==> config.mk <==
export PLATFORM = sky130hd
export DESIGN_NAME = record_message_deframer_top
export DESIGN_NICKNAME = d
export VERILOG_FILES = /design/src/rtl/core/rmd_pkg.sv /design/src/rtl/core/rmd_front.sv /design/src/rtl/core/rmd_queue.sv /design/src/rtl/core/rmd_back.sv /design/src/rtl/core/record_message_deframer_top.sv
export SDC_FILE = /design/constraint.sdc
export NUM_CORES = 1
export LEC_CHECK = 0
export BUFFER_PORTS_ARGS = -buffer_cell sky130_fd_sc_hd__buf_2
export CELL_PAD_IN_SITES_DETAIL_PLACEMENT = 1
export CELL_PAD_IN_SITES_GLOBAL_PLACEMENT = 1
export CORE_MARGIN = 8
export CORE_UTILIZATION = 36
export DETAILED_ROUTE_END_ITERATION = 12
export GPL_TIMING_DRIVEN = 0
export PLACE_DENSITY_LB_ADDON = 0.25
export SLEW_MARGIN = 0
export SYNTH_ARGS = -nofsm -noshare
export SYNTH_HDL_FRONTEND = slang
export SYNTH_HIERARCHICAL = 1
export SYNTH_SLANG_ARGS = --single-unit
==> constraint.sdc <==
create_clock -name clk_i -period 18.8 [get_ports clk_i]
set_clock_uncertainty 0.2 [all_clocks]
set_input_delay 0.94 -clock clk_i [delete_from_list [all_inputs] [get_ports clk_i]]
set_output_delay 0.94 -clock clk_i [all_outputs]
set_load 0.02 [all_outputs]
==> src/rtl/core/rmd_pkg.sv <==
// Shared types and constants for the record message deframer.
// No dependencies; used by every module of the block.
`timescale 1ns / 1ps
`default_nettype none
package rmd_pkg;

  localparam int MAGIC_LEN   = 4;
  localparam int OUT_TDATA_W = 152;

  localparam logic [MAGIC_LEN-1:0][7:0] MAGIC_BYTES = {8'h00, 8'h47, 8'h53, 8'h4D};

  // Result parts of one command, in emission order
  localparam int PART_LEAD   = 0;
  localparam int PART_RECEND = 1;
  localparam int PART_OK     = 2;
  localparam int PART_TRUNC  = 3;
  localparam int PARTS       = 4;

  typedef enum logic [3:0] {
    PH_MAGIC0,
    PH_MAGIC1,
    PH_MAGIC2,
    PH_MAGIC3,
    PH_VERSION,
    PH_FLAGS,
    PH_COUNT_LO,
    PH_COUNT_HI,
    PH_TYPE_LO,
    PH_TYPE_HI,
    PH_LEN_LO,
    PH_LEN_HI,
    PH_PAYLOAD,
    PH_IDLE
  } phase_e;

  typedef enum logic [2:0] {
    KIND_NONE,
    KIND_HEADER,
    KIND_RECHDR,
    KIND_PAYLOAD,
    KIND_RECEND,
    KIND_OK,
    KIND_ERROR
  } kind_e;

  typedef enum logic [1:0] {
    ERR_NONE,
    ERR_MAGIC,
    ERR_TRUNC
  } err_e;

  typedef struct packed {
    kind_e       lead;
    logic        has_recend;
    logic        has_ok;
    logic        has_trunc;
    logic [7:0]  version;
    logic [7:0]  flags;
    logic [15:0] count;
    logic [15:0] rtype;
    logic [15:0] rlen;
    logic [7:0]  pbyte;
    logic [15:0] poff;
    logic [23:0] csum;
    logic [31:0] total;
  } cmd_t;

  typedef struct packed {
    logic [5:0]  pad;
    logic [1:0]  error_code;
    logic [31:0] total_payload;
    logic [23:0] checksum;
    logic [15:0] payload_offset;
    logic [7:0]  payload_byte;
    logic [15:0] payload_length;
    logic [15:0] record_type;
    logic [15:0] record_count;
    logic [7:0]  flags;
    logic [7:0]  version;
  } out_data_t;

endpackage
`default_nettype wire

==> src/rtl/core/rmd_front.sv <==
// Front end: accepts buffer bytes, tracks the parse phase and issues commands.
// Depends on rmd_pkg.
`timescale 1ns / 1ps
`default_nettype none
module rmd_front (
  input  wire logic          clk_i,
  input  wire logic          rst_ni,
  input  wire logic          in_valid_i,
  input  wire logic [7:0]    in_data_i,
  input  wire logic          in_last_i,
  input  wire logic          full_i,
  output logic               in_ready_o,
  output logic               push_o,
  output rmd_pkg::cmd_t      cmd_o
);

  rmd_pkg::phase_e phase_q, phase_d, phase_nx;
  logic [3:0]  phase_bits;
  logic [7:0]  version_q, version_d;
  logic [7:0]  flags_q, flags_d;
  logic [7:0]  hold_q, hold_d;
  logic [15:0] left_q, left_d;
  logic [15:0] type_q, type_d;
  logic [15:0] length_q, length_d;
  logic [15:0] offset_q, offset_d;
  logic [23:0] sum_q, sum_d;
  logic [31:0] total_q, total_d;

  logic        fire;
  logic [15:0] word;
  logic [15:0] offset_inc;
  logic [15:0] left_dec;
  logic [23:0] sum_inc;
  logic [31:0] total_acc;
  logic        magic_ok;
  logic        zero_count;
  logic        rec_done;
  logic        msg_done;
  logic        settled;

  assign in_ready_o = !full_i;
  assign fire       = in_valid_i && !full_i;
  assign phase_bits = phase_q;
  assign word       = {in_data_i, hold_q};
  assign offset_inc = offset_q + 16'd1;
  assign left_dec   = left_q - 16'd1;
  assign sum_inc    = sum_q + {16'd0, in_data_i};
  assign total_acc  = (phase_q == rmd_pkg::PH_LEN_HI) ? total_q + {16'd0, word} : total_q;
  assign magic_ok   = in_data_i == rmd_pkg::MAGIC_BYTES[phase_bits[1:0]];
  assign zero_count = (phase_q == rmd_pkg::PH_COUNT_HI) && (word == 16'd0);
  assign rec_done   = ((phase_q == rmd_pkg::PH_LEN_HI) && (word == 16'd0)) ||
                      ((phase_q == rmd_pkg::PH_PAYLOAD) && (offset_inc == length_q));
  assign msg_done   = rec_done && (left_dec == 16'd0);
  assign settled    = phase_nx == rmd_pkg::PH_IDLE;

  // Next state
  always_comb begin
    case (phase_q)
      rmd_pkg::PH_MAGIC0:   phase_nx = magic_ok ? rmd_pkg::PH_MAGIC1 : rmd_pkg::PH_IDLE;
      rmd_pkg::PH_MAGIC1:   phase_nx = magic_ok ? rmd_pkg::PH_MAGIC2 : rmd_pkg::PH_IDLE;
      rmd_pkg::PH_MAGIC2:   phase_nx = magic_ok ? rmd_pkg::PH_MAGIC3 : rmd_pkg::PH_IDLE;
      rmd_pkg::PH_MAGIC3:   phase_nx = magic_ok ? rmd_pkg::PH_VERSION : rmd_pkg::PH_IDLE;
      rmd_pkg::PH_VERSION:  phase_nx = rmd_pkg::PH_FLAGS;
      rmd_pkg::PH_FLAGS:    phase_nx = rmd_pkg::PH_COUNT_LO;
      rmd_pkg::PH_COUNT_LO: phase_nx = rmd_pkg::PH_COUNT_HI;
      rmd_pkg::PH_COUNT_HI: phase_nx = zero_count ? rmd_pkg::PH_IDLE : rmd_pkg::PH_TYPE_LO;
      rmd_pkg::PH_TYPE_LO:  phase_nx = rmd_pkg::PH_TYPE_HI;
      rmd_pkg::PH_TYPE_HI:  phase_nx = rmd_pkg::PH_LEN_LO;
      rmd_pkg::PH_LEN_LO:   phase_nx = rmd_pkg::PH_LEN_HI;
      rmd_pkg::PH_LEN_HI, rmd_pkg::PH_PAYLOAD: begin
        if (msg_done) begin
          phase_nx = rmd_pkg::PH_IDLE;
        end else if (rec_done) begin
          phase_nx = rmd_pkg::PH_TYPE_LO;
        end else begin
          phase_nx = rmd_pkg::PH_PAYLOAD;
        end
      end
      default:              phase_nx = rmd_pkg::PH_IDLE;
    endcase
    phase_d = phase_q;
    if (fire) begin
      phase_d = in_last_i ? rmd_pkg::PH_MAGIC0 : phase_nx;
    end
  end

  // Outputs and datapath updates
  always_comb begin
    version_d = version_q;
    flags_d   = flags_q;
    hold_d    = hold_q;
    left_d    = left_q;
    type_d    = type_q;
    length_d  = length_q;
    offset_d  = offset_q;
    sum_d     = sum_q;
    total_d   = total_q;
    cmd_o     = '0;
    cmd_o.lead = rmd_pkg::KIND_NONE;
    if (fire) begin
      case (phase_q)
        rmd_pkg::PH_MAGIC0, rmd_pkg::PH_MAGIC1,
        rmd_pkg::PH_MAGIC2, rmd_pkg::PH_MAGIC3: begin
          if (!magic_ok) begin
            cmd_o.lead = rmd_pkg::KIND_ERROR;
          end
        end
        rmd_pkg::PH_VERSION: version_d = in_data_i;
        rmd_pkg::PH_FLAGS:   flags_d = in_data_i;
        rmd_pkg::PH_COUNT_LO, rmd_pkg::PH_TYPE_LO, rmd_pkg::PH_LEN_LO: hold_d = in_data_i;
        rmd_pkg::PH_COUNT_HI: begin
          left_d       = word;
          cmd_o.lead   = rmd_pkg::KIND_HEADER;
          cmd_o.has_ok = zero_count;
        end
        rmd_pkg::PH_TYPE_HI: type_d = word;
        rmd_pkg::PH_LEN_HI: begin
          length_d         = word;
          offset_d         = 16'd0;
          sum_d            = 24'd0;
          left_d           = rec_done ? left_dec : left_q;
          cmd_o.lead       = rmd_pkg::KIND_RECHDR;
          cmd_o.has_recend = rec_done;
          cmd_o.has_ok     = msg_done;
        end
        rmd_pkg::PH_PAYLOAD: begin
          offset_d         = offset_inc;
          sum_d            = sum_inc;
          left_d           = rec_done ? left_dec : left_q;
          cmd_o.lead       = rmd_pkg::KIND_PAYLOAD;
          cmd_o.has_recend = rec_done;
          cmd_o.has_ok     = msg_done;
        end
        default: ;
      endcase
      total_d = in_last_i ? 32'd0 : total_acc;
    end
    cmd_o.has_trunc = in_last_i && !settled;
    cmd_o.version   = version_q;
    cmd_o.flags     = flags_q;
    cmd_o.count     = word;
    cmd_o.rtype     = type_q;
    cmd_o.rlen      = length_d;
    cmd_o.pbyte     = in_data_i;
    cmd_o.poff      = offset_q;
    cmd_o.csum      = sum_d;
    cmd_o.total     = total_acc;
    push_o = fire && ((cmd_o.lead != rmd_pkg::KIND_NONE) || cmd_o.has_trunc);
  end

  always_ff @(posedge clk_i or negedge rst_ni) begin
    if (!rst_ni) begin
      phase_q <= rmd_pkg::PH_MAGIC0;
      total_q <= 32'd0;
    end else begin
      phase_q <= phase_d;
      total_q <= total_d;
    end
  end

  always_ff @(posedge clk_i) begin
    version_q <= version_d;
    flags_q   <= flags_d;
    hold_q    <= hold_d;
    left_q    <= left_d;
    type_q    <= type_d;
    length_q  <= length_d;
    offset_q  <= offset_d;
    sum_q     <= sum_d;
  end

endmodule
`default_nettype wire

==> src/rtl/core/rmd_queue.sv <==
// Command queue between the front and back ends of the deframer.
// Depends on rmd_pkg.
`timescale 1ns / 1ps
`default_nettype none
module rmd_queue #(
  parameter int Depth = 4
) (
  input  wire logic          clk_i,
  input  wire logic          rst_ni,
  input  wire logic          push_i,
  input  wire rmd_pkg::cmd_t data_i,
  output logic               full_o,
  input  wire logic          pop_i,
  output logic               valid_o,
  output rmd_pkg::cmd_t      data_o
);

  localparam int PtrW = $clog2(Depth);
  localparam int CntW = $clog2(Depth + 1);

  rmd_pkg::cmd_t mem_q [Depth];
  logic [PtrW-1:0] wr_q, wr_d, rd_q, rd_d;
  logic [CntW-1:0] cnt_q, cnt_d;
  logic            push_ok, pop_ok;

  assign full_o  = cnt_q == CntW'(Depth);
  assign valid_o = cnt_q != '0;
  assign data_o  = mem_q[rd_q];
  assign push_ok = push_i && !full_o;
  assign pop_ok  = pop_i && valid_o;

  always_comb begin
    wr_d = wr_q;
    rd_d = rd_q;
    if (push_ok) begin
      wr_d = (wr_q == PtrW'(Depth - 1)) ? '0 : wr_q + PtrW'(1);
    end
    if (pop_ok) begin
      rd_d = (rd_q == PtrW'(Depth - 1)) ? '0 : rd_q + PtrW'(1);
    end
    case ({push_ok, pop_ok})
      2'b10:   cnt_d = cnt_q + CntW'(1);
      2'b01:   cnt_d = cnt_q - CntW'(1);
      default: cnt_d = cnt_q;
    endcase
  end

  always_ff @(posedge clk_i or negedge rst_ni) begin
    if (!rst_ni) begin
      wr_q  <= '0;
      rd_q  <= '0;
      cnt_q <= '0;
    end else begin
      wr_q  <= wr_d;
      rd_q  <= rd_d;
      cnt_q <= cnt_d;
    end
  end

  always_ff @(posedge clk_i) begin
    if (push_ok) begin
      mem_q[wr_q] <= data_i;
    end
  end

endmodule
`default_nettype wire

==> src/rtl/core/rmd_back.sv <==
// Back end: expands each queued command into result transactions.
// Depends on rmd_pkg; drives the output register of the deframer.
`timescale 1ns / 1ps
`default_nettype none
module rmd_back (
  input  wire logic          clk_i,
  input  wire logic          rst_ni,
  input  wire logic          head_valid_i,
  input  wire rmd_pkg::cmd_t head_i,
  output logic               pop_o,
  output logic               out_valid_o,
  input  wire logic          out_ready_i,
  output rmd_pkg::kind_e     out_kind_o,
  output rmd_pkg::out_data_t out_data_o,
  output logic               out_last_o
);

  logic [rmd_pkg::PARTS-1:0] parts, pending, pick, sent_q, sent_d;
  logic               valid_q, valid_d;
  logic               last_part, load;
  rmd_pkg::kind_e     kind_q, kind_d;
  rmd_pkg::out_data_t data_q, data_d;
  logic               last_q;

  assign parts[rmd_pkg::PART_LEAD]   = head_i.lead != rmd_pkg::KIND_NONE;
  assign parts[rmd_pkg::PART_RECEND] = head_i.has_recend;
  assign parts[rmd_pkg::PART_OK]     = head_i.has_ok;
  assign parts[rmd_pkg::PART_TRUNC]  = head_i.has_trunc;
  assign pending   = parts & ~sent_q;
  assign pick      = pending & (~pending + rmd_pkg::PARTS'(1));
  assign last_part = (pending & ~pick) == '0;
  assign load      = head_valid_i && (!valid_q || out_ready_i);
  assign pop_o     = load && last_part;

  always_comb begin
    data_d = '0;
    kind_d = rmd_pkg::KIND_ERROR;
    if (pick[rmd_pkg::PART_LEAD]) begin
      kind_d = head_i.lead;
      case (head_i.lead)
        rmd_pkg::KIND_HEADER: begin
          data_d.version      = head_i.version;
          data_d.flags        = head_i.flags;
          data_d.record_count = head_i.count;
        end
        rmd_pkg::KIND_RECHDR: begin
          data_d.record_type    = head_i.rtype;
          data_d.payload_length = head_i.rlen;
        end
        rmd_pkg::KIND_PAYLOAD: begin
          data_d.record_type    = head_i.rtype;
          data_d.payload_length = head_i.rlen;
          data_d.payload_byte   = head_i.pbyte;
          data_d.payload_offset = head_i.poff;
        end
        rmd_pkg::KIND_ERROR: data_d.error_code = rmd_pkg::ERR_MAGIC;
        default: ;
      endcase
    end else if (pick[rmd_pkg::PART_RECEND]) begin
      kind_d                = rmd_pkg::KIND_RECEND;
      data_d.record_type    = head_i.rtype;
      data_d.payload_length = head_i.rlen;
      data_d.checksum       = head_i.csum;
    end else if (pick[rmd_pkg::PART_OK]) begin
      kind_d               = rmd_pkg::KIND_OK;
      data_d.total_payload = head_i.total;
    end else begin
      data_d.error_code = rmd_pkg::ERR_TRUNC;
    end
  end

  always_comb begin
    valid_d = valid_q;
    sent_d  = sent_q;
    if (load) begin
      valid_d = 1'b1;
      sent_d  = last_part ? '0 : (sent_q | pick);
    end else if (out_ready_i) begin
      valid_d = 1'b0;
    end
  end

  always_ff @(posedge clk_i or negedge rst_ni) begin
    if (!rst_ni) begin
      valid_q <= 1'b0;
      sent_q  <= '0;
    end else begin
      valid_q <= valid_d;
      sent_q  <= sent_d;
    end
  end

  always_ff @(posedge clk_i) begin
    if (load) begin
      kind_q <= kind_d;
      data_q <= data_d;
      last_q <= last_part;
    end
  end

  assign out_valid_o = valid_q;
  assign out_kind_o  = kind_q;
  assign out_data_o  = data_q;
  assign out_last_o  = last_q;

endmodule
`default_nettype wire

==> src/rtl/core/record_message_deframer_top.sv <==
// Record message deframer: takes a message buffer one byte per input
// transaction (tlast on the final byte) and returns header, record header,
// payload byte, record end, message ok and error results, up to three per
// byte, one result transaction per cycle. Input bytes are accepted every
// cycle while the command queue between front and back end has room; the
// back end emits one result per cycle while tready is high, so a byte with
// multiple results holds it until all are sent; sustained throughput is
// set by the result count. Results are queued, then registered. Result
// kinds on tuser: 1 header, 2 record header, 3 payload byte, 4 record end,
// 5 message ok, 6 error (error_code 1 bad magic, 2 truncated buffer).
// Depends on rmd_pkg, rmd_front, rmd_queue and rmd_back.
`timescale 1ns / 1ps
`default_nettype none
module record_message_deframer_top #(
  parameter int QueueDepth = 4
) (
  input  wire logic                              clk_i,
  input  wire logic                              rst_ni,
  input  wire logic                              s_axis_tvalid_i,
  output logic                                   s_axis_tready_o,
  input  wire logic [7:0]                        s_axis_tdata_i,  // data_byte
  input  wire logic                              s_axis_tlast_i,  // end_of_buffer
  output logic                                   m_axis_tvalid_o,
  input  wire logic                              m_axis_tready_i,
  // version, flags, record_count, record_type, payload_length, payload_byte,
  // payload_offset, checksum, total_payload, error_code, zero fill
  output logic [rmd_pkg::OUT_TDATA_W-1:0]        m_axis_tdata_o,
  output logic [2:0]                             m_axis_tuser_o,  // result_kind
  output logic                                   m_axis_tlast_o   // last_of_run
);

  rmd_pkg::cmd_t      push_cmd, head_cmd;
  logic               push, full, head_valid, pop;
  rmd_pkg::kind_e     out_kind;
  rmd_pkg::out_data_t out_data;

  rmd_front u_front (
    .clk_i      (clk_i),
    .rst_ni     (rst_ni),
    .in_valid_i (s_axis_tvalid_i),
    .in_data_i  (s_axis_tdata_i),
    .in_last_i  (s_axis_tlast_i),
    .full_i     (full),
    .in_ready_o (s_axis_tready_o),
    .push_o     (push),
    .cmd_o      (push_cmd)
  );

  rmd_queue #(
    .Depth (QueueDepth)
  ) u_queue (
    .clk_i   (clk_i),
    .rst_ni  (rst_ni),
    .push_i  (push),
    .data_i  (push_cmd),
    .full_o  (full),
    .pop_i   (pop),
    .valid_o (head_valid),
    .data_o  (head_cmd)
  );

  rmd_back u_back (
    .clk_i        (clk_i),
    .rst_ni       (rst_ni),
    .head_valid_i (head_valid),
    .head_i       (head_cmd),
    .pop_o        (pop),
    .out_valid_o  (m_axis_tvalid_o),
    .out_ready_i  (m_axis_tready_i),
    .out_kind_o   (out_kind),
    .out_data_o   (out_data),
    .out_last_o   (m_axis_tlast_o)
  );

  assign m_axis_tdata_o = out_data;
  assign m_axis_tuser_o = out_kind;

endmodule
`default_nettype wire

Word level (Yosys, flattened, before mapping)

Memories as Yosys holds them, arrays and structs flattened.
Index checks and enable logic that the tools add are counted.

Bits in registers: 310
Memories kept: 1
RAM bits: 600
Output and inout bits: 158
Bits of input ports: 13
Logic and storage cells: 158

Add/sub/neg operators: 9
Eq/ne operators: 25
Mux-type cells: 44
Bitwise operators: 9
Order comparisons: 1
Reduce and logical (&&, ||, !) cells: 42

Memory list:

| memory        | words | width | read ports | clocked after memory_dff | write ports | line            | source |
|---|---|---|---|---|---|---|---|
| u_queue.mem_q | 4     | 150   | 1          | 0                        | 1           | rmd_queue.sv:21 | `rmd_pkg::cmd_t mem_q [Depth];` |

Operators by type and width:

| operator                | count |
|---|---|
| $mux W32                | 6 |
| $pmux W16 S2            | 2 |
| $mux W16                | 3 |
| $pmux W24 S2            | 1 |
| $pmux W4 S12            | 1 |
| $mux W34                | 1 |
| $add A32 B16 Y32        | 1 |
| $logic_not A16 Y1       | 2 |
| $mux W4                 | 7 |
| $add A24 B8 Y24         | 1 |
| $eq A4 B4 Y1 const B    | 6 |
| $mux W24                | 1 |
| $add A16 B1 Y16 const B | 1 |
| $bmux W8 S2             | 1 |
| $eq A16 B16 Y1          | 1 |
| $eq A4 B3 Y1 const B    | 4 |
| $sub A16 B1 Y16 const B | 1 |
| $mux W3                 | 5 |
| $reduce_and A2 Y1       | 7 |
| $and A4 B4 Y4           | 3 |
| $not A4 Y4              | 3 |
| $pmux W3 S4             | 1 |
| $logic_and A1 B1 Y1     | 11 |
| $mux W2                 | 5 |
| 30 further kinds        | 55 |

Longest topological paths before layout

Gate-level depths: netlist of run 1.

Depth in word-level cells: 15
Depth in mapped cells: 19
Mapped depth without buffers: 18

Hierarchy

The synthesis of run 1 kept the hierarchy.

Modules (own cells, without submodules):

| module    | area an instance (um^2) | sequential area each (um^2) | instances | cells each |
|---|---|---|---|---|
| rmd_queue | 22058.7                 | 18192.4                     | 1         | 824 |
| rmd_front | 8976.1                  | 3863.7                      | 1         | 962 |
| rmd_back  | 5905.7                  | 4629.4                      | 1         | 359 |

Least setup slack after synthesis of run 1

OpenSTA, ideal clock, no wires.

Path kind: reg2reg
Start point: register u_front.offset_q[3]
End point: memory u_queue/mem_q[0][0] in the netlist's numbering, enable pin
Library setup time: 528 ps
Required time: 18072 ps
Buffers on the path: 1
Cell stages (with the launch flop): 12
Period minus slack after synthesis: 6993 ps
Data arrival time: 6265 ps
Path slack: 11807 ps
Cell sequence: edfxtp_1 > clkbuf_1 > nand4_1 > o31a_1 > a2111oi_0 > nand4_1 > a2111o_1 > o211ai_1 > a32oi_1 > o21ai_1 > nor2b_1 > and2_1

Cells in the longest elaborated chain, start to end: 15
Elaborated cells on any way between the ends: 16
Classes of those cells: 1 x add/sub; 2 x eq/ne; 5 x mux; 8 x reduce/logical

RTL lines:

| what                                                  | line                              | source |
|---|---|---|
| start, declared                                       | rmd_front.sv:25                   | `logic [15:0] offset_q, offset_d;` |
| start signal, assigned                                | rmd_front.sv:168                  | `offset_q <= offset_d;` |
| $add A16 B1 Y16 *                                     | rmd_front.sv:45                   | `assign offset_inc = offset_q + 16'd1;` |
| $eq A16 B16 Y1 *                                      | rmd_front.sv:52                   | `((phase_q == rmd_pkg::PH_PAYLOAD) && (offset_inc == length_q));` |
| $logic_and A1 B1 Y1 *                                 | rmd_front.sv:52                   |  |
| $logic_or A1 B1 Y1 *                                  | rmd_front.sv:51                   | `assign rec_done = ((phase_q == rmd_pkg::PH_LEN_HI) && (word == 16'd0)) \|\|` |
| $mux W3 / $logic_and A1 B1 Y1 (equally long branches) | rmd_front.sv:73, rmd_front.sv:53  |  |
| $mux W4 *                                             | rmd_front.sv:71                   | `if (msg_done) begin` |
| $pmux W4 S12 *                                        | rmd_front.sv:58                   | `case (phase_q)` |
| $eq A4 B4 Y1 *                                        | rmd_front.sv:54                   | `assign settled = phase_nx == rmd_pkg::PH_IDLE;` |
| $logic_not A1 Y1 *                                    | rmd_front.sv:138                  | `cmd_o.has_trunc = in_last_i && !settled;` |
| $logic_and A1 B1 Y1 *                                 | rmd_front.sv:138                  |  |
| $logic_or A1 B1 Y1 *                                  | rmd_front.sv:148                  | `push_o = fire && ((cmd_o.lead != rmd_pkg::KIND_NONE) \|\| cmd_o.has_trunc);` |
| $logic_and A1 B1 Y1 *                                 | rmd_front.sv:148                  |  |
| via push                                              | record_message_deframer_top.sv:33 | `logic push, full, head_valid, pop;` |
| $logic_and A1 B1 Y1 *                                 | rmd_queue.sv:29                   | `assign push_ok = push_i && !full_o;` |
| $mux W1 *                                             | rmd_queue.sv:61                   | `if (push_ok) begin` |
| $mux W1 (not written as such) *                       | rmd_queue.sv:62                   | `mem_q[wr_q] <= data_i;` |
| end, declared                                         | rmd_queue.sv:21                   |  |

The timed path passes the listed nets; every way through them passes the cells marked *.

Worst setup path in the final report of run 1

Start point: register u_front.offset_q[5]
End point: memory u_queue/mem_q[3][99] in the netlist's numbering, enable pin

Same word-level chain as after synthesis.

==> load_flow_metrics.sql, run 1 <==
INSERT INTO impl_metrics (metric_group, metric, value, unit) VALUES
('yosys', 'synth_area_per_inst', '17.2', 'µm²'),
('pwr', 'clock_power_share', '25.4', '%'),
('yosys', 'ys.warnings.count', '6', ''),
('routing', 'drt-wirelength-per-cell', '23.6', 'µm'),
('cts', 'tritoncts.num_buffers', '92', ''),
('finish', 'final_core_utilization', '42.1', '%'),
('yosys', 'ys_seq_elements', '910', ''),
('sta', 'timing.hold.ws', '0.292', 'ns'),
('routing', 'detailedRoute.firstPassIterationCount', '5', ''),
('finish', 'syn2layout_area_growth', '16.1', '%'),
('sta', 'finalCritPeriodShare', '29.0', '%'),
('global_routing', 'grt_pass1_vias', '21800', ''),
('sta', 'final_critical_delay_including_setup_and_external_delays', '5.45', 'ns'),
('global_routing', 'wire_length_of_the_first_global_routing_pass', '137000', 'µm'),
('cts', 'cts_hold_repair.buffers', '0', ''),
('sta', 'max_clock_freq', '0.183', 'GHz'),
('setup_path', 'timing.critical_path.slowest_stage_cell', 'sky130_fd_sc_hd__nor4_1', ''),
('finish', 'final_nets', '2473', ''),
('routing', 'routed_wl', '91200', 'µm'),
('cts', 'postCtsSetupRepairBufs', '0', ''),
('setup_path', 'crit_path_cell_trace', 'clkbuf_1, nand4_1, nor4_1, mux2i_1, o2111ai_1, a2111o_1, o211ai_1, a32oi_1, o21ai_1, nor2b_1, and2_4, buf_16', ''),
('global_routing', 'grt_use_total', '15.9', '%'),
('setup_path', 'timing.critical_path.arrival', '5.58', 'ns'),
('pwr', 'ir_drop_worst_vdd', '0.0807', 'mV'),
('sta', 'drv_slew', '0', ''),
('setup_path', 'critical_path_class', 'flop to flop', ''),
('yosys', 'synth-edff-count', '822', ''),
('finish', 'layout.cells.most_common', 'sky130_fd_sc_hd__edfxtp_1', ''),
('cts', 'post_cts_resized', '0', ''),
('die', 'die_h', '336', 'µm'),
('pwr', 'switching_power_summed_over_all_nets', '2310', 'µW'),
('cts', 'ctsRootBufferMaster', 'sky130_fd_sc_hd__clkbuf_16', ''),
('yosys', 'synthesis.area', '36900', 'µm²'),
('placement', 'placed_cell_area', '39900', 'µm²'),
('yosys', 'post-synth-top-area-cell', 'sky130_fd_sc_hd__edfxtp_1', ''),
('setup_path', 'crit_required', '18.93', 'ns'),
('yosys', 'synth-seq-area-share', '72.2', '%'),
('cts', 'cts_sinks', '910', ''),
('cts', 'tritoncts', 'done', ''),
('sta', 'final.setup.worst_slack', '13.35', 'ns'),
('run', 'number_of_max_capacitance_violations_reported', '0', ''),
('routing', 'drt_first_iter_violations', '1199', ''),
('routing', 'route.detailed.drc', '0', ''),
('hold_path', 'worst_hold_path.num_cells', '0', ''),
('die', 'die_width', '336', 'µm'),
('run_status', 'status', 'finished, final reports clean', ''),
('global_routing', 'initial_antenna_violation_count', '6', ''),
('yosys', 'syn_inst', '2145', ''),
('yosys', 'synthArstFlopShare', '5.27', '%'),
('hold_path', 'worst_hold_path_type', 'flop to flop', ''),
('cts', 'clk-insertion-delay-late', '0.66', 'ns'),
('setup_path', 'regToRegStartpoint', 'u_front/offset_q[5]$_SDFFCE_PN0P_', ''),
('cts', 'cts_buffer_depth', '3', ''),
('setup_path', 'critPathLaunch', 'u_front/offset_q[5]$_SDFFCE_PN0P_', ''),
('cts', 'cts_max_level', '3', ''),
('routing', 'route.vias.total', '19900', ''),
('pwr', 'p_leak', '0.0149', 'µW'),
('setup_path', 'startpoint_type', 'flop', ''),
('hold_path', 'hold_path_startpoint', 'u_front/type_q[9]$_DFFE_PP_', ''),
('die', 'floorplan.initialDensity', '36.3', '%'),
('placement', 'placement.io_buffers', '163', ''),
('pwr', 'pwr_density_cell', '167', 'nW/µm²'),
('setup_path', 'reg2reg_depth', '12', ''),
('sta', 'sum_neg_setup_slack', '0', 'ns'),
('yosys', 'netlist-cell-type-count', '81', ''),
('sta', 'max_slew.worst_pin.slew', '1.31', 'ns'),
('setup_path', 'cp_max_fo', '39', ''),
('pwr', 'power_frac_seq', '44.0', '%'),
('finish', 'most-common-layout-cells', '822 x sky130_fd_sc_hd__edfxtp_1, 188 x sky130_fd_sc_hd__buf_2, 150 x sky130_fd_sc_hd__mux4_2', ''),
('cts', 'worst_setup_hold_path_clk_slew', '0.06', 'ns'),
('yosys', 'yosys.area.top_type_share', '66.8', '%');
## critical path: cells and delay by family (launching register included)
kind,cells,cell delay [ns]
multiplexers,1,0.26
buffers and inverters,2,0.65
AND/OR/NAND/NOR,4,2.27
AO/OA/AOI/OAI,5,1.21
flip-flops,1,0.43
## per-layer routing
layer	track usage [%]	vias to the layer above	wire, µm	part of all wire [%]
met5	0	-	0	0
met4	4.75	0	2300	2.5
met3	2.84	144	4360	4.8
met2	27.4	405	45000	49
met1	20.6	10500	39500	43
li1	-	8893	-	-
## stage by stage
| step | total power, µW | cells |
|---|---|---|
| global placement | 5440 | 3681 |
| CTS | 7300 | 3866 |
| global route | 7520 | 3866 |
| detailed placement | 5440 | 3694 |
| finish | 7160 | 3867 |
| floorplan | 4640 | 2150 |
## state kept, by name (all words and copies together) (netlist names)
name and count:
u_back/out_last_o 1, u_front/left_q 16, u_queue/mem_q 600, u_front/total_q 32, u_back/sent_q 4, u_queue/rd_q 2
u_front/type_q 16, u_back/out_kind_o 3, u_front/hold_q 8, u_back/out_valid_o 1, u_front/offset_q 16, u_front/length_q 16
u_front/version_q 8, u_back/out_data_o 146, u_front/flags_q 8, u_front/sum_q 24, u_queue/cnt_q 3, u_queue/wr_q 2
u_front/phase_bits 4
## power groups by stage
| stage | registers (µW) | clock network, µW | logic (µW) |
|---|---|---|---|
| 2_1_floorplan | 3380 | 0 | 1260 |
| 3_3_place_gp | 3310 | 0 | 2120 |
| 6_report | 3150 | 1820 | 2190 |
| 3_5_place_dp | 3200 | 0 | 2240 |
| 4_1_cts | 3160 | 1880 | 2260 |
| 5_1_grt | 3210 | 1940 | 2370 |
## cell families (layout without fill, tap and decap cells)
logic type                 Yosys count  count (layout)  synth area share [%]
DFF                                910             910                  72.2
AOI/OAI and AO/OA                  263             263                  4.75
other                                1               7                0.0102
muxes                              179             179                  10.0
buffers and inverters              162             510                  2.26
and+or+nand+nor                    512             512                  7.43
adders and majority gates           40              40                  1.42
xor gates and xnor gates            78              78                  1.89
## Yosys cell counts (all sizes together) (18+ instances only)
master    n
a21oi    56
a22o     21
and2    126
and3     18
buf      64
clkbuf   60
dfrtp    48
dfxtp    40
edfxtp  822
ha       37
inv      38
mux2     22
mux4    150
nand2   104
nand3    26
nand4    21
nor2     81
nor2b    42
nor3     24
o21ai    72
o31ai    19
xnor2    43
xor2     34
## path summary, 6_finish.rpt
check / endpoint / slack, ns
min in group asynchronous: u_front/total_q[13]$_DFFE_PN0P_ / 0.36
worst max-delay path: u_queue/mem_q[3][99]$_DFFE_PP_ / 13.35
worst max register to register: u_queue/mem_q[3][99]$_DFFE_PP_ / 13.35
worst min register to register: u_queue/mem_q[3][105]$_DFFE_PP_ / 0.29
max in group asynchronous: u_queue/wr_q[1]$_DFFE_PN0P_ / 17.28
worst min-delay path: u_queue/mem_q[3][105]$_DFFE_PP_ / 0.29
## final cells by class
cell class,instances,area [µm²]
Fill cell,10000,58900
Sequential cell,910,26700
Multi-Input combinational cell,1078,9450
Clock buffer,117,2450
Tap cell,1368,1710
Timing Repair Buffer,176,1170
Buffer,124,692
Clock inverter,55,563
Inverter,38,150
Antenna cell,1,2.50
No activity file was read; power rests on OpenSTA's default activity.
==> run 2, diff against run 1 <==
--- a/config.mk
+++ b/config.mk
@@ -5,6 +5,7 @@
 export SDC_FILE = /design/constraint.sdc
 export NUM_CORES = 1
 export LEC_CHECK = 0
+export ABC_AREA = 1
 export BUFFER_PORTS_ARGS = -buffer_cell sky130_fd_sc_hd__buf_2
 export CELL_PAD_IN_SITES_DETAIL_PLACEMENT = 1
 export CELL_PAD_IN_SITES_GLOBAL_PLACEMENT = 1
==> constraint.sdc (replaced) <==
create_clock -name clk_i -period 5 [get_ports clk_i]
set_clock_uncertainty 0.2 [all_clocks]
set_input_delay 0.25 -clock clk_i [delete_from_list [all_inputs] [get_ports clk_i]]
set_output_delay 0.25 -clock clk_i [all_outputs]
set_load 0.02 [all_outputs]
==> run 2 against run 1 <==
Net effect:
- the flow now finishes with violations (negative hold slack)
- final area grew 8.5%
- combinational power grew to 4.3 times the previous value
- die area grew 6.8%
- routed wire length grew 21%
- clock-buffer cell count grew 3
- critical path depth grew 3
- utilization grew 0.53 points
- first-iteration DRC count grew 15%
- synthesized cell count grew 61%
- critical endpoint is now u_queue/mem_q[3][42]$_DFFE_PP_
- largest cell class unchanged
- largest power group unchanged
==> load_flow_metrics.sql, run 2 <==
INSERT INTO impl_metrics (metric_group, metric, value, unit) VALUES
('run_status', 'status', 'complete, but fails checks', ''),
('finish', 'multi_input_comb_area', '9480', 'µm²'),
('pwr', 'pwr_density_cell', '600', 'nW/µm²'),
('routing', 'detailedRoute.firstPassIterationCount', '5', ''),
('cts', 'cts_buffer_depth', '3', ''),
('placement', 'place_ws', '0.256', 'ns'),
('finish', 'register_area', '26700', 'µm²'),
('sta', 'max_clock_freq', '0.211', 'GHz'),
('sta', 'sum_neg_setup_slack', '0', 'ns'),
('sta', 'final_critical_delay_including_setup_and_external_delays', '4.73', 'ns'),
('die', 'top_level_pins', '171', ''),
('routing', 'drt_first_iter_violations', '1383', ''),
('cts', 'tritoncts', 'done', ''),
('routing', 'route.vias.total', '25900', ''),
('routing', 'drt-wirelength-per-cell', '20.9', 'µm'),
('routing', 'routed_wl', '110000', 'µm'),
('sta', 'max_slew.worst_pin.slew', '1.29', 'ns'),
('die', 'die_width', '348', 'µm'),
('finish', 'final-instance-count-excl-fill', '5275', ''),
('placement', 'placement.io_buffers', '164', ''),
('die', 'die_h', '348', 'µm'),
('setup_path', 'timing.critical_path.to_type', 'flop', ''),
('cts', 'ctsRootBufferMaster', 'sky130_fd_sc_hd__clkbuf_16', ''),
('die', 'coreArea', '109000', 'µm²'),
('setup_path', 'regToRegStartpoint', 'u_queue/cnt_q[1]$_DFFE_PN0P_', ''),
('yosys', 'postSynth.topFlopCell', 'sky130_fd_sc_hd__edfxtp_1', ''),
('yosys', 'synthAdderAreaFrac', '1.32', '%'),
('placement', 'hpwlAfterDp', '74500', 'µm'),
('yosys', 'ys_top_cells_by_area', 'sky130_fd_sc_hd__edfxtp_1 62%, sky130_fd_sc_hd__nand2_1 7.6%, sky130_fd_sc_hd__inv_1 5.6%', ''),
('finish', 'max_flop_register', 'u_queue/mem_q', ''),
('sta', 'drv_slew', '0', ''),
('routing', 'final_antenna_net_count', '0', ''),
('yosys', 'yosys.area_share.xor_xnor', '0.727', '%'),
('placement', 'dp.cells', '5075', ''),
('cts', 'cts_max_level', '3', ''),
('sta', 'setup_viol_count_final', '0', ''),
('yosys', 'ys_seq_elements', '910', ''),
('yosys', 'ys.warnings.count', '6', ''),
('sta', 'timing.hold.ws', '-0.0220', 'ns'),
('global_routing', 'initial_antenna_violation_count', '2', ''),
('global_routing', 'wire_length_of_the_first_global_routing_pass', '167000', 'µm'),
('sta', 'final.setup.worst_slack', '0.268', 'ns'),
('global_routing', 'grt-ovfl-total', '0', ''),
('yosys', 'synth_area_per_inst', '11.5', 'µm²'),
('yosys', 'synth-seq-area-share', '67.4', '%'),
('yosys', 'netlist-cell-type-count', '63', ''),
('setup_path', 'cp_max_fo', '19', ''),
('pwr', 'ir_drop_worst_vdd', '0.296', 'mV'),
('placement', 'placed_cell_area', '43000', 'µm²'),
('finish', 'layout-drive-gt1-share', '15.6', '%'),
('sta', 'finalCritPeriodShare', '94.6', '%'),
('yosys', 'post-synth-top-count-cell', 'sky130_fd_sc_hd__edfxtp_1', ''),
('sta', 'max-slew-margin-rel', '13.3', '%'),
('yosys', 'yosys.area.top_type_share', '62.4', '%'),
('routing', 'vias_per_cell', '4.90', ''),
('yosys', 'synthesis.area', '39600', 'µm²'),
('sta', 'final-hold-violation-count', '22', ''),
('yosys', 'main_combinational_cell_family_by_area_after_synthesis', 'simple AND/OR/NAND/NOR gates', ''),
('setup_path', 'reg2reg_setup_slack', '0.27', 'ns'),
('yosys', 'synth-edff-count', '822', ''),
('yosys', 'synth_simple_gate_area_share', '12.4', '%'),
('global_routing', 'pin_count_of_the_biggest_net_entering_global_routing', '49', ''),
('yosys', 'netlist_top_cells_count', '822 x sky130_fd_sc_hd__edfxtp_1, 797 x sky130_fd_sc_hd__nand2_1, 593 x sky130_fd_sc_hd__inv_1, 282 x sky130_fd_sc_hd__o211ai_1, 210 x sky130_fd_sc_hd__nor2_1', ''),
('run_status', 'violated_checks', 'negative hold slack', ''),
('finish', 'largest_register_ffs', '600', ''),
('cts', 'worst_setup_hold_path_clk_slew', '0.06', 'ns'),
('finish', 'final_nets', '3828', ''),
('cts', 'cts_sinks', '910', ''),
('sta', 'rsz0062_at_grt', 'false', ''),
('setup_path', 'critical_path_class', 'flop to flop', ''),
('global_routing', 'grt_pass1_vias', '27600', ''),
('cts', 'tritoncts.num_buffers', '99', ''),
('hold_path', 'worst_hold_path_type', 'input port to async pin', ''),
('die', 'die_area', '121000', 'µm²'),
('placement', 'globalplace.congestion', '0.819', ''),
('yosys', 'synthArstFlopShare', '5.27', '%'),
('setup_path', 'critPathLaunch', 'u_queue/cnt_q[1]$_DFFE_PN0P_', ''),
('yosys', 'synth_compound_area_share', '9.28', '%'),
('yosys', 'syn_inst', '3457', ''),
('routing', 'route.detailed.drc', '0', ''),
('setup_path', 'startpoint_type', 'flop', ''),
('finish', 'syn2layout_area_growth', '17.5', '%'),
('yosys', 'post-synth-top-area-cell', 'sky130_fd_sc_hd__edfxtp_1', ''),
('pwr', 'p_leak', '0.0191', 'µW'),
('finish', 'filler_cell_count', '11700', ''),
('finish', 'final_cell_area', '46500', 'µm²'),
('die', 'floorplan.rows', '121', ''),
('setup_path', 'crit_required', '5.17', 'ns'),
('setup_path', 'worst_setup_path_endpoint', 'u_queue/mem_q[3][42]$_DFFE_PP_', ''),
('finish', 'most-common-layout-cells', '822 x sky130_fd_sc_hd__edfxtp_1, 796 x sky130_fd_sc_hd__nand2_1, 592 x sky130_fd_sc_hd__inv_1', ''),
('die', 'floorplan.initialDensity', '36.3', '%'),
('cts', 'post_cts_resized', '0', ''),
('finish', 'layout.cells.most_common', 'sky130_fd_sc_hd__edfxtp_1', ''),
('cts', 'clk-insertion-delay-late', '0.69', 'ns'),
('yosys', 'post_synthesis_mux_area_share', '0', '%'),
('setup_path', 'timing.critical_path.arrival', '4.90', 'ns'),
('run', 'number_of_max_capacitance_violations_reported', '0', ''),
('pwr', 'total_power', '27900', 'µW'),
('global_routing', 'grt_use_total', '17.9', '%'),
('setup_path', 'reg2reg_depth', '15', ''),
('setup_path', 'rr_endpoint', 'u_queue/mem_q[3][42]$_DFFE_PP_', '');
## run 2: worst min-delay path by stage
stage / end / cells past startpoint
after detailed placement: u_queue/cnt_q[0]$_DFFE_PN0P_ / 1
final: u_front/total_q[28]$_DFFE_PN0P_ / 2
after global placement: u_queue/cnt_q[0]$_DFFE_PN0P_ / 1
after CTS: u_back/out_valid_o$_DFFE_PN0P_ / 5
after floorplan: u_back/out_valid_o$_DFFE_PN0P_ / 0
after global routing: u_front/total_q[28]$_DFFE_PN0P_ / 2
## run 2: metrics by stage
stage | utilization, % | hold WS [ns]
6_report | 42.7 | -0.0220
5_1_grt | 42.7 | 0.0161
4_1_cts | 42.6 | 0.171
3_5_place_dp | 39.4 | 0.271
3_3_place_gp | 38.8 | 0.263
2_1_floorplan | - | -0.246
## run 2: worst max-delay path, stage by stage (launching register included)
cell,delay (ns)
sky130_fd_sc_hd__dfrtp_1,0.35
sky130_fd_sc_hd__inv_1,0.08
sky130_fd_sc_hd__nand3_1,0.24
sky130_fd_sc_hd__inv_1,0.07
sky130_fd_sc_hd__inv_1,0.26
sky130_fd_sc_hd__nand2_1,0.33
sky130_fd_sc_hd__nor2_1,0.45
sky130_fd_sc_hd__inv_1,0.21
sky130_fd_sc_hd__o21ai_0,0.38
sky130_fd_sc_hd__nor2_1,0.14
sky130_fd_sc_hd__a21oi_2,0.28
sky130_fd_sc_hd__nand2_4,0.17
sky130_fd_sc_hd__nor2_4,0.56
sky130_fd_sc_hd__buf_16,0.26
sky130_fd_sc_hd__buf_12,0.19
sky130_fd_sc_hd__buf_16,0.19
## run 2: layer usage
| metal | vias up | GRT usage [%] | wire length, µm |
|---|---|---|---|
| met5 | - | 0 | 0 |
| li1 | 12300 | - | - |
| met3 | 152 | 2.74 | 4320 |
| met2 | 455 | 30.7 | 53300 |
| met1 | 13000 | 23.3 | 49300 |
| met4 | 0 | 5.94 | 3250 |
## run 2: where the power goes
group | total [µW] | internal, µW | switching [µW]
registers | 10900 | 10400 | 480
clock network | 7520 | 4420 | 3100
logic | 9490 | 2900 | 6580
total | 27900 | 17700 | 10200
## run 2: cells by family after synthesis
family / Yosys count
AND/OR/NAND/NOR: 1191
flip-flops: 910
buffers and inverters: 769
AO/OA/AOI/OAI: 514
adder cells (fa/ha/maj): 40
XOR/XNOR: 32
other: 1
## run 2: what timing repair did
action | in CTS | in global routing
hold endpoints to repair | 95 | 0
hold buffers | 11 | 0
setup endpoints to repair | 0 | 2
setup buffers | 0 | 1
## run 2: final cells by class
type / count / area share, %
Antenna cell: 1 / 0.00538
Buffer: 165 / 2.63
Clock buffer: 120 / 5.69
Clock inverter: 66 / 1.58
Inverter: 604 / 4.89
Multi-Input combinational cell: 1783 / 20.4
Sequential cell: 910 / 57.4
Tap cell: 1414 / 3.80
Timing Repair Buffer: 212 / 3.66
==> run 3, diff against run 2 <==
--- a/config.mk
+++ b/config.mk
@@ -5,7 +5,6 @@
 export SDC_FILE = /design/constraint.sdc
 export NUM_CORES = 1
 export LEC_CHECK = 0
-export ABC_AREA = 1
 export BUFFER_PORTS_ARGS = -buffer_cell sky130_fd_sc_hd__buf_2
 export CELL_PAD_IN_SITES_DETAIL_PLACEMENT = 1
 export CELL_PAD_IN_SITES_GLOBAL_PLACEMENT = 1
==> run 3 against run 2 <==
Net effect:
- the run now ends clean
- critical path depth rose by 4
- worst setup slack got worse by 0.087 ns
- non-clock buffer count fell by 52
- maximum frequency fell by 1.8%
- final area fell by 6.8%
- register-to-register slack got worse by 0.09 ns
- clock power fell by 5.6%
- cell count fell by 26%
- routed wire length fell by 16%
- worst hold slack improved by 0.25 ns
- sequential share of layout area rose by 4.2 points
- utilization fell by 0.085 points
- largest power group unchanged
==> load_flow_metrics.sql, run 3 (same netlist as run 1, synthesis figures left out) <==
INSERT INTO impl_metrics (metric_group, metric, value, unit) VALUES
('placement', 'hpwlAfterDp', '59300', 'µm'),
('cts', 'ctsRootBufferMaster', 'sky130_fd_sc_hd__clkbuf_16', ''),
('routing', 'drt-wirelength-per-cell', '23.8', 'µm'),
('global_routing', 'grt_use_total', '16.2', '%'),
('sta', 'setup_viol_count_final', '0', ''),
('setup_path', 'critical_path.max_stage_delay', '0.56', 'ns'),
('sta', 'rsz0062_at_grt', 'false', ''),
('routing', 'route.detailed.drc', '0', ''),
('global_routing', 'pin_count_of_the_biggest_net_entering_global_routing', '99', ''),
('setup_path', 'worst_path_dominant_cell_family', 'simple AND/OR/NAND/NOR gates', ''),
('setup_path', 'rr_endpoint', 'u_queue/cnt_q[2]$_DFFE_PN0P_', ''),
('setup_path', 'critical_path_class', 'flop to flop', ''),
('sta', 'final_critical_delay_including_setup_and_external_delays', '4.82', 'ns'),
('pwr', 'pwr_density_cell', '632', 'nW/µm²'),
('die', 'die_area', '113000', 'µm²'),
('sta', 'final-hold-violation-count', '0', ''),
('cts', 'tritoncts.num_buffers', '94', ''),
('setup_path', 'reg2reg_setup_slack', '0.18', 'ns'),
('setup_path', 'crit_required', '5.36', 'ns'),
('sta', 'max_clock_freq', '0.208', 'GHz'),
('finish', 'syn2layout_area_growth', '17.3', '%'),
('run_status', 'status', 'finished, final reports clean', ''),
('finish', 'final_nets', '2504', ''),
('routing', 'detailedRoute.firstPassIterationCount', '5', ''),
('placement', 'place_ws', '-0.753', 'ns'),
('routing', 'route.vias.total', '20100', ''),
('setup_path', 'timing.critical_path.buf_inv', '5', ''),
('routing', 'drt_first_iter_violations', '1313', ''),
('routing', 'vias_per_cell', '5.15', ''),
('global_routing', 'wire_length_of_the_first_global_routing_pass', '138000', 'µm'),
('sta', 'timing.hold.ws', '0.229', 'ns'),
('routing', 'final_antenna_net_count', '0', ''),
('cts', 'clk-insertion-delay-late', '0.67', 'ns'),
('finish', 'layout.cells.most_common', 'sky130_fd_sc_hd__edfxtp_1', ''),
('global_routing', 'grt_pass1_vias', '21600', ''),
('finish', 'filler_cell_count', '9894', ''),
('setup_path', 'timing.critical_path.slowest_stage_cell', 'sky130_fd_sc_hd__or4_4', ''),
('finish', 'layout-drive-gt1-share', '23.8', '%'),
('global_routing', 'grt-ovfl-total', '0', ''),
('cts', 'cts_max_level', '3', ''),
('cts', 'tritoncts', 'done', ''),
('pwr', 'ir_drop_worst_vdd', '0.281', 'mV'),
('cts', 'worst_setup_hold_path_clk_slew', '0.06', 'ns'),
('cts', 'cts_sinks', '910', ''),
('run', 'number_of_max_capacitance_violations_reported', '0', ''),
('pwr', 'total_power', '27400', 'µW'),
('die', 'die_width', '336', 'µm'),
('setup_path', 'timing.critical_path.to_type', 'flop', ''),
('sta', 'max_slew.worst_pin.slew', '1.29', 'ns'),
('die', 'top_level_pins', '171', ''),
('die', 'floorplan.initialDensity', '36.3', '%'),
('cts', 'cts_buffer_depth', '3', ''),
('setup_path', 'timing.critical_path.arrival', '5.18', 'ns'),
('sta', 'final.setup.worst_slack', '0.181', 'ns'),
('setup_path', 'cp_max_fo', '8', ''),
('die', 'die_h', '336', 'µm'),
('placement', 'globalplace.congestion', '0.828', ''),
('global_routing', 'initial_antenna_violation_count', '5', ''),
('finish', 'max_flop_register', 'u_queue/mem_q', ''),
('setup_path', 'crit_path_cell_trace', 'buf_6, or4_1, buf_2, nor4_4, a32oi_1, a2bb2oi_1, or4_4, and3_4, a32oi_1, o21ai_1, nor2b_4, buf_4, inv_1, ha_1, inv_1, fa_1, xor2_1, nor2_1, xor2_1', ''),
('setup_path', 'regToRegStartpoint', 'u_front/left_q[2]$_DFFE_PP_', ''),
('sta', 'finalCritPeriodShare', '96.4', '%'),
('finish', 'final_cell_area', '43300', 'µm²'),
('die', 'floorplan.rows', '117', ''),
('hold_path', 'worst_hold_path_type', 'input port to async pin', ''),
('die', 'coreArea', '102000', 'µm²'),
('routing', 'routed_wl', '92800', 'µm'),
('placement', 'placement.io_buffers', '163', ''),
('finish', 'most-common-layout-cells', '822 x sky130_fd_sc_hd__edfxtp_1, 188 x sky130_fd_sc_hd__buf_2, 150 x sky130_fd_sc_hd__mux4_2', ''),
('setup_path', 'startpoint_type', 'flop', ''),
('finish', 'largest_register_ffs', '600', ''),
('setup_path', 'critPathLaunch', 'u_front/left_q[2]$_DFFE_PP_', ''),
('pwr', 'p_leak', '0.0151', 'µW'),
('sta', 'max-slew-margin-rel', '13.6', '%'),
('finish', 'final_core_utilization', '42.6', '%'),
('sta', 'drv_slew', '0', ''),
('setup_path', 'reg2reg_depth', '19', ''),
('placement', 'placed_cell_area', '39800', 'µm²');
==> run 3: cell count changes in the layout (fill, tap and decap cells not counted), sizes merged, moves of 128 or more <==
| cell | delta |
|---|---|
| inv | -565 |
| and2 | +128 |
| mux4 | +150 |
| o211ai | -294 |
| nand2 | -711 |
| nor2 | -145 |
==> run 3: repair_timing <==
item	4_1_cts	5_1_grt
hold buffers	11	0
endpoints found under the hold margin	81	0
setup endpoints to repair	602	550
pin swaps	4	2
cloned	4	0
resized for setup	3	7
setup buffers	9	9
==> run 3: worst max-delay path by stage <==
stage | endpoint | slack (ns) | depth (start not counted)
2_1_floorplan | u_queue/mem_q[0][0]$_DFFE_PP_ | -0.33 | 11
3_3_place_gp | u_queue/mem_q[3][74]$_DFFE_PP_ | -2.92 | 11
3_5_place_dp | u_queue/mem_q[2][106]$_DFFE_PP_ | -0.75 | 13
4_1_cts | u_queue/cnt_q[2]$_DFFE_PN0P_ | 0.06 | 20
5_1_grt | u_queue/cnt_q[2]$_DFFE_PN0P_ | 0.009 | 18
6_report | u_queue/cnt_q[2]$_DFFE_PN0P_ | 0.18 | 19
==> run 3: stage by stage <==
stage	cells	TNS (ns)
after global routing	3898	0
final	3899	0
after detailed placement	3694	-267.04
after floorplan	2150	-199.75
after CTS	3893	0
after global placement	3681	-1902.47
==> run 3: layout make-up <==
class	instances	area (µm²)	area share [%]
tap	1368	1710	3.95
buffer	120	677	1.56
clock inverter	53	617	1.42
clock buffer	122	2540	5.86
inverter	38	150	0.347
timing repair buffer	205	1410	3.26
sequential	910	26700	61.6
multi-input combinational	1082	9530	22.0
antenna	1	2.50	0.00578
==> run 3: metal layers <==
layer	vias up	global-route usage, %	part of all wire [%]
met1	10600	21.4	43
met5	-	0	0
met3	107	2.50	4.5
met4	0	4.14	1.8
met2	403	28.0	50
li1	8959	-	-
==> run 3: where the power goes <==
| part | total, µW | internal [µW] | switching [µW] | leakage [µW] |
|---|---|---|---|---|
| registers | 11900 | 11100 | 713 | 0.00870 |
| clock network | 7100 | 4180 | 2930 | 0.00151 |
| logic | 8420 | 3260 | 5150 | 0.00486 |
